### config.mk
export PLATFORM = sky130hd
export DESIGN_NAME = calendar_date_step
export DESIGN_NICKNAME = d
export VERILOG_FILES = /design/src/rtl/cds_pkg.sv /design/src/rtl/cds_step_logic.sv /design/src/rtl/calendar_date_step.sv
export SDC_FILE = /design/constraint.sdc
export NUM_CORES = 1
export LEC_CHECK = 0
export BUFFER_PORTS_ARGS = -buffer_cell sky130_fd_sc_hd__buf_2
export CORE_MARGIN = 2
export CORE_UTILIZATION = 28
export CTS_BUF_LIST = sky130_fd_sc_hd__clkbuf_4 sky130_fd_sc_hd__clkbuf_8
export DETAILED_ROUTE_END_ITERATION = 7
export GPL_TIMING_DRIVEN = 0
export PLACE_DENSITY = 0.42
export SETUP_SLACK_MARGIN = 0.05
export SLEW_MARGIN = 25
export SYNTH_ARGS = -nofsm -noshare
export SYNTH_HDL_FRONTEND = slang
export SYNTH_SLANG_ARGS = --single-unit
### constraint.sdc
create_clock -name clk_i -period 10 [get_ports clk_i]
set_clock_uncertainty 0.15 [all_clocks]
set_input_delay 1 -clock clk_i [delete_from_list [all_inputs] [get_ports clk_i]]
set_output_delay 1 -clock clk_i [all_outputs]
set_load 0.05 [all_outputs]
### src/rtl/cds_pkg.sv
`timescale 1ns / 1ps
// -----------------------------------------------------------------------------
// cds_pkg
// Types, constants and the month length table for the calendar date step.
// -----------------------------------------------------------------------------
package cds_pkg;

  // Step direction
  typedef enum logic {
    OpNext = 1'b0,
    OpPrev = 1'b1
  } op_e;

  localparam logic [2:0]  DowLast     = 3'd6;     // Saturday
  localparam logic [2:0]  DowFirst    = 3'd0;     // Sunday
  localparam logic [3:0]  MonthJan    = 4'd0;
  localparam logic [3:0]  MonthFeb    = 4'd1;
  localparam logic [3:0]  MonthDec    = 4'd11;
  localparam logic [13:0] YearMax     = 14'd9999;
  localparam logic [13:0] YearMin     = 14'd0;
  localparam logic [4:0]  FebLeapDays = 5'd29;

  // One calendar date
  typedef struct packed {
    logic [2:0]  dow;
    logic [4:0]  dom;
    logic [3:0]  mon;
    logic [13:0] yr;
  } date_t;

  // One step result
  typedef struct packed {
    date_t date;
    logic  wrap;
  } result_t;

  // Days in a month; leap rule is year divisible by four
  function automatic logic [4:0] month_len(input logic [3:0] mon, input logic [1:0] yr_lo);
    logic [4:0] len;
    unique case (mon)
      4'd0:    len = 5'd31;
      4'd1:    len = 5'd28;
      4'd2:    len = 5'd31;
      4'd3:    len = 5'd30;
      4'd4:    len = 5'd31;
      4'd5:    len = 5'd30;
      4'd6:    len = 5'd31;
      4'd7:    len = 5'd31;
      4'd8:    len = 5'd30;
      4'd9:    len = 5'd31;
      4'd10:   len = 5'd30;
      4'd11:   len = 5'd31;
      default: len = 5'd31;
    endcase
    if (mon == MonthFeb && yr_lo == 2'd0) begin
      len = FebLeapDays;
    end
    return len;
  endfunction

endpackage

### src/rtl/cds_step_logic.sv
`timescale 1ns / 1ps
// -----------------------------------------------------------------------------
// cds_step_logic
// Combinational next-day / previous-day step of one calendar date.
// -----------------------------------------------------------------------------
module cds_step_logic (
  input  cds_pkg::op_e     op_i,
  input  cds_pkg::date_t   date_i,
  output cds_pkg::result_t result_o
);
  import cds_pkg::*;

  logic [2:0]  dow_n;
  logic [3:0]  mon_c;
  logic [13:0] yr_c;
  logic [4:0]  len_cur;
  logic [4:0]  len_new;
  date_t       nd;
  logic        wrap;

  // Normalize out-of-range inputs: weekday 7 is Sunday, month clamps to
  // December, year saturates at the top
  always_comb begin
    dow_n   = (date_i.dow == 3'd7) ? DowFirst : date_i.dow;
    mon_c   = (date_i.mon > MonthDec) ? MonthDec : date_i.mon;
    yr_c    = (date_i.yr > YearMax) ? YearMax : date_i.yr;
    len_cur = month_len(mon_c, yr_c[1:0]);
  end

  // Step the date
  always_comb begin
    nd      = '{dow: dow_n, dom: date_i.dom, mon: mon_c, yr: yr_c};
    wrap    = 1'b0;
    len_new = '0;
    if (op_i == OpNext) begin
      nd.dow = (dow_n == DowLast) ? DowFirst : dow_n + 3'd1;
      if (date_i.dom >= len_cur) begin
        nd.dom = 5'd1;
        if (mon_c == MonthDec) begin
          nd.mon = MonthJan;
          if (yr_c >= YearMax) begin
            nd.yr = YearMin;
            wrap  = 1'b1;
          end else begin
            nd.yr = yr_c + 14'd1;
          end
        end else begin
          nd.mon = mon_c + 4'd1;
        end
      end else begin
        nd.dom = date_i.dom + 5'd1;
      end
    end else begin
      nd.dow = (dow_n == DowFirst) ? DowLast : dow_n - 3'd1;
      if (date_i.dom <= 5'd1) begin
        // last day of the previous month, possibly previous year
        if (mon_c == MonthJan) begin
          nd.mon = MonthDec;
          if (yr_c == YearMin) begin
            nd.yr = YearMax;
            wrap  = 1'b1;
          end else begin
            nd.yr = yr_c - 14'd1;
          end
        end else begin
          nd.mon = mon_c - 4'd1;
        end
        len_new = month_len(nd.mon, nd.yr[1:0]);
        nd.dom  = len_new;
      end else if (date_i.dom > len_cur) begin
        nd.dom = len_cur;
      end else begin
        nd.dom = date_i.dom - 5'd1;
      end
    end
  end

  assign result_o = '{date: nd, wrap: wrap};

endmodule

### src/rtl/calendar_date_step.sv
`timescale 1ns / 1ps
// -----------------------------------------------------------------------------
// calendar_date_step
// Next-day / previous-day calendar step with valid/ready channels.
// -----------------------------------------------------------------------------
// Accepts one date request per cycle and returns one result per request, in
// order. The path is one input register, then the date step logic into the
// output register. The throughput of one request per cycle holds as long as
// the output side takes results; a stalled output backs up through both
// registers before in_ready_o drops.
// Leap years are years divisible by four; the year wraps between 9999 and 0
// with year_wrapped_o set on the wrap.
module calendar_date_step (
  input  logic        clk_i,
  input  logic        rst_ni,
  input  logic        in_valid_i,
  output logic        in_ready_o,
  input  logic        opcode_i,
  input  logic [2:0]  day_of_week_i,
  input  logic [4:0]  day_of_month_i,
  input  logic [3:0]  month_index_i,
  input  logic [13:0] year_number_i,
  output logic        out_valid_o,
  input  logic        out_ready_i,
  output logic [2:0]  new_day_of_week_o,
  output logic [4:0]  new_day_of_month_o,
  output logic [3:0]  new_month_index_o,
  output logic [13:0] new_year_number_o,
  output logic        year_wrapped_o
);
  import cds_pkg::*;

  logic    in_valid_q, in_valid_d;
  logic    out_valid_q, out_valid_d;
  op_e     op_q;
  date_t   date_q;
  result_t res_q;
  result_t res_d;
  logic    out_adv;
  logic    in_take;

  // Handshake: output register frees when empty or taken
  assign out_adv    = !out_valid_q || out_ready_i;
  assign in_ready_o = !in_valid_q || out_adv;
  assign in_take    = in_valid_i && in_ready_o;

  always_comb begin
    in_valid_d  = in_valid_q;
    out_valid_d = out_valid_q;
    if (out_adv) begin
      out_valid_d = in_valid_q;
    end
    if (in_ready_o) begin
      in_valid_d = in_valid_i;
    end
  end

  always_ff @(posedge clk_i or negedge rst_ni) begin
    if (!rst_ni) begin
      in_valid_q  <= 1'b0;
      out_valid_q <= 1'b0;
    end else begin
      in_valid_q  <= in_valid_d;
      out_valid_q <= out_valid_d;
    end
  end

  // Input register
  always_ff @(posedge clk_i) begin
    if (in_take) begin
      op_q   <= op_e'(opcode_i);
      date_q <= '{dow: day_of_week_i, dom: day_of_month_i,
                  mon: month_index_i, yr: year_number_i};
    end
  end

  cds_step_logic u_step (
    .op_i     (op_q),
    .date_i   (date_q),
    .result_o (res_d)
  );

  // Result register
  always_ff @(posedge clk_i) begin
    if (out_adv && in_valid_q) begin
      res_q <= res_d;
    end
  end

  assign out_valid_o        = out_valid_q;
  assign new_day_of_week_o  = res_q.date.dow;
  assign new_day_of_month_o = res_q.date.dom;
  assign new_month_index_o  = res_q.date.mon;
  assign new_year_number_o  = res_q.date.yr;
  assign year_wrapped_o     = res_q.wrap;

endmodule

After elaboration in Yosys (flattened, before gate mapping). Memory sizes are Yosys's and may differ from the RTL's. Cells that the tools add are included.

Register bits after elaboration: 56. Bits in read-only memories: 64. Input bits: 31. Output and inout bits: 29. Logic and storage cells: 76. Memories: 2.

Memory list: (no name shown) (depth 16, bits a word 2, read ports 1, clocked after memory_dff 0, wr ports 0, RTL line cds_pkg.sv:40) `unique case (mon)`; (no name shown) (depth 16, bits a word 2, read ports 1, clocked after memory_dff 0, wr ports 0, RTL line cds_pkg.sv:40).

$add $sub $neg: 8. Magnitude comparators: 6. Eq/ne operators: 5. Muxes and demuxes: 30. Reduce and logical (&&, ||, !) cells: 13.

Operators with widths (number): $mux 14 (7); $mux 18 (2); $mux 26 (1); $mux 5 (5); $mux 4 (5); $add 14x1->14 const B (1); $ge 14x14->1 const B (1); $gt 14x14->1 const B (1); $logic_not 14->1 (1); $sub 14x1->14 const B (1); $mux 3 (3); $eq 4x1->1 const B (2); $mux 1 (7); $eq 3x3->1 const B (2); $add 5x1->5 const B (1); $ge 5x5->1 (1); $gt 5x5->1 (1); $le 5x1->1 const B (1); $sub 5x1->5 const B (1); $add 4x1->4 const B (1); $eq 4x4->1 const B (1); $gt 4x4->1 const B (1); $logic_and 1x1->1 (4); $logic_not 2->1 (2); other kinds (7) (9).

Longest topological paths before layout.
Depth after elaboration: 12. Mapped depth: 16. Depth with buffers taken out: 14.

Cells and area by module. Synthesis repeated with hierarchy kept, for this count alone.

Cells, all modules: 375. Area total of the unflattened synthesis: 3716.1 µm².

Modules (own cells, without submodules): cds_step_logic (instances 1, cells each 313, area an instance 1990.7 µm²); calendar_date_step (instances 1, cells each 62, area an instance 1725.4 µm²).

Least setup slack after synthesis. No wires, ideal clock.

Kind: register -> register. From: reg date_q[16] (netlist bit). To: reg res_q (netlist bit new_year_number_o[9]), data pin. Library setup time: 0.261 ns. Arrival time: 3.389 ns. Required time: 9.589 ns. Slack: 6.200 ns. Stages on the path, launching flop included: 17. Path buffers: 2. Clock period less this slack: 3.800 ns. Cell sequence: edfxtp_1 clkbuf_1 clkbuf_1 a21o_1 inv_1 ha_1 nor3b_1 a21oi_1 o21ai_0 a31oi_1 ha_1 nand2b_1 a21oi_1 nand4bb_1 or3_1 a21oi_1 a221o_1.

RTL lines: from (decl) (RTL line calendar_date_step.sv:36) `date_t date_q;`; from (signal assigned) (RTL line calendar_date_step.sv:72) `date_q <= '{dow: day_of_week_i, dom: day_of_month_i,`; to (signal assigned) (RTL line calendar_date_step.sv:86) `res_q <= res_d;`; to (decl) (RTL line calendar_date_step.sv:37) `result_t res_q;`.

==> summary.txt <==
Status -> finished clean
Synth warnings -> 0
Clock network power share -> 23.5%
Hold_ws -> 0.272 ns
Cts bufs inserted -> 5
Sw Share -> 33.8%
CORE AREA -> 13100 sq um
Crit path largest cell delay -> 0.63 ns
Clock root buffer -> clkbuf_8
Setup Fix Bufs, Post-CTS -> 0
Fin area -> 4350 sq um
Pwr per Cell Area -> 132 nW/um^2
DRC Markers -> 0
Largest net degree at the start of global routing -> 28
Post-DRT Antenna Nets -> 0
Diode count -> 0
Slew @ Worst Pin -> 0.759 ns
CP cell instances -> clkbuf_1, clkbuf_1, a21oi_1, inv_1, ha_1, nor3b_1, a21oi_1, o21ai_0, a31oi_1, ha_1, nand2b_1, a21oi_1, nand4bb_1, or3_1, a21oi_1, a221o_1
Vias in the first global route -> 2912
Post-CTS Hold Fix Bufs -> 0
Total grt overflow -> 0
Post-CTS sizing -> 0
Net Sw Power -> 194 uW
Logic pwr share -> 26.1%
Detailed-router iteration count before antenna repair -> 5
Final period utilization -> 45.5%
Max Cap Violations -> 0
Clk slew on worst S/H paths -> 0.11 ns
Met1 Use GR -> 20.5%
Fraction of the yosys area taken by sequential cells -> 44.7%
Die Span X -> 120 um
# rows -> 42
WS Path Type -> flip-flop to flip-flop
CP bufs+invs -> 3
Type of the most critical hold path -> input port to async pin
Reg2Reg Launch Point -> date_q[17]
Crit-path leading delay family -> compound AO/OA/AOI/OAI gates
Fin. max-slew vios -> 0
Num Clock Sinks -> 56
Post-synth cell types -> 68
Critical Path RT -> 9.94 ns
Vias/cell -> 5.02
Non-Filler Instances -> 618
Initial drt markers -> 160
Dpl ws -> 5.52 ns
Vias -> 3102
Met3 Resource Use GR -> 2.99%
Syn_area_per_cell -> 9.96 sq um
Placed instance count -> 610
CP Launch Type -> flip-flop
Gr usage total -> 14.4%
Total die area -> 14300 sq um
Final total power -> 575 uW
CP endpoint kind -> flip-flop
Crit path max fanout -> 10
Setup slack, reg-to-reg -> 5.45 ns
Routed WL -> 10000 um
Max VDD drop -> 0.0446 mV
CTS Buffer Depth -> 2
Post-layout util -> 33.1%
Met2 Use GR -> 22.1%
Port buffer count -> 59
Initial Util -> 28.4%
Primary FF master, synth -> edfxtp_1
Worst setup path startpoint -> date_q[17]
P_leak -> 1.53 nW
Share of layout cells above drive strength 1 -> 22.4%
Sequential share of power -> 50.4%
Die height -> 120 um
Global-route wire length before repair -> 15900 um
Setup TNS -> 0 ns
Nets -> 486
IO Pins -> 60
H-tree Lvls -> 2
RSZ-0062 raised after global routing -> false
Flops & latches, synth -> 56
Cell area after synthesis -> 3740 sq um
Initial antenna violation count -> 0
CTS tree -> yes
Synth Instances -> 375
Area growth syn-to-layout -> 16.3%
Cell Area, Placed -> 4250 sq um
Final HPWL DP -> 7400 um
Hold Violations, Final -> 0
Crit path to -> new_year_number_o[9]
Relative slew slack -> 48.8%
CP most frequent cell -> a21oi_1
DR WL/cell -> 16.2 um
Placer congestion estimate -> 0.827
Arr. time, crit path -> 4.50 ns
Worst-skew pair later-pin latency -> 0.34 ns
# setup viols final -> 0
Instance count on the critical path -> 16
Setup WS post-layout -> 5.45 ns
Reg2reg end -> new_year_number_o[9]
P_int -> 381 uW
Post-synth EDFFs -> 54
F_max -> 220 MHz
Fin crit period -> 4.55 ns
Syn nets -> 420
Ys async rst share -> 3.57%
Slowest cell on the critical path -> a21oi_1
Most used routing layer -> met2
R2R depth -> 16
-- power groups by stage --
stage	combinational (mW)	sequential (mW)	clock, mW
floorplan	0.0753	0.330	0
global placement	0.150	0.295	0
detailed placement	0.151	0.295	0
CTS	0.151	0.290	0.142
global route	0.164	0.292	0.152
finish	0.150	0.289	0.135
-- routing by layer --
metal,wire length (um),up-vias
met4,140,0
met1,4880,1462
met3,461,7
met2,4560,78
met5,0,-
li1,-,1555
-- logic make-up after synthesis --
group	Yosys count	share of synthesized area [%]
AO/OA/AOI/OAI	101	19.1
XOR/XNOR	16	3.75
adder cells (fa/ha/maj)	14	4.69
buffers and inverters	38	5.12
flip-flops	56	44.7
multiplexers	4	1.14
AND/OR/NAND/NOR	146	21.5
-- how the worst min path moves through the flow --
stage	startpoint	to	slack [ns]	cells after the start
after detailed placement	in_valid_q	out_valid_o	0.32	1
final	rst_ni	out_valid_o	0.27	1
after CTS	rst_ni	in_valid_q	0.26	1
after global placement	in_valid_q	out_valid_o	0.31	1
after global routing	rst_ni	out_valid_o	0.26	1
after floorplan	in_valid_q	out_valid_o	0.30	1
-- cells in the mapped netlist, types with 3 or more instances --
cell type	n	share of area, %
edfxtp_1	54	43
or3_1	4	0.67
nand2_1	30	3.0
nor2_1	35	3.5
and3_1	3	0.50
nor3b_1	5	1.0
xor2_1	7	1.6
o31ai_1	3	0.60
and4_1	3	0.70
nor2b_1	6	1.0
nand4_1	8	1.3
inv_1	12	1.2
o21ai_1	4	0.54
o21bai_1	3	0.60
clkbuf_1	15	1.5
xnor2_1	9	2.1
nor4_1	10	1.7
or4_1	4	0.80
nand3b_1	3	0.60
o211ai_1	3	0.60
a31oi_1	11	1.8
ha_1	14	4.7
buf_2	5	0.67
a21oi_1	18	2.4
o21ai_0	22	2.9
a211oi_1	6	1.2
nor3_1	10	1.3
nand2b_1	6	1.0
and2_1	3	0.50
nand3_1	7	0.94
-- sequential cells by signal, summed over array words and instances, names as in the netlist --
name and cells:
date_q 26, in_valid_q 1, new_day_of_month_o 5, new_day_of_week_o 3
new_month_index_o 4, new_year_number_o 14, op_q 1, out_valid_o 1
year_wrapped_o 1
-- area by class of cell --
| class | count | area [sq um] |
|---|---|---|
| Fill cell | 1420 | 8790 |
| Timing Repair Buffer | 59 | 295 |
| Inverter | 12 | 45.0 |
| Tap cell | 176 | 220 |
| Clock inverter | 1 | 8.76 |
| Multi-Input combinational cell | 281 | 1880 |
| Buffer | 26 | 146 |
| Sequential cell | 56 | 1670 |
| Clock buffer | 7 | 83.8 |
-- layout by cell type (no fill, tap or decap), types with 11 or more instances in the layout --
cell	netlist	layout
inv_1	12	12
o21ai_0	22	22
a21oi_1	18	18
ha_1	14	14
buf_2	5	64
edfxtp_1	54	54
clkbuf_1	15	15
nor2_1	35	35
nand2_1	30	30
a31oi_1	11	11
Note: power is estimated with default switching activity, not from simulation.
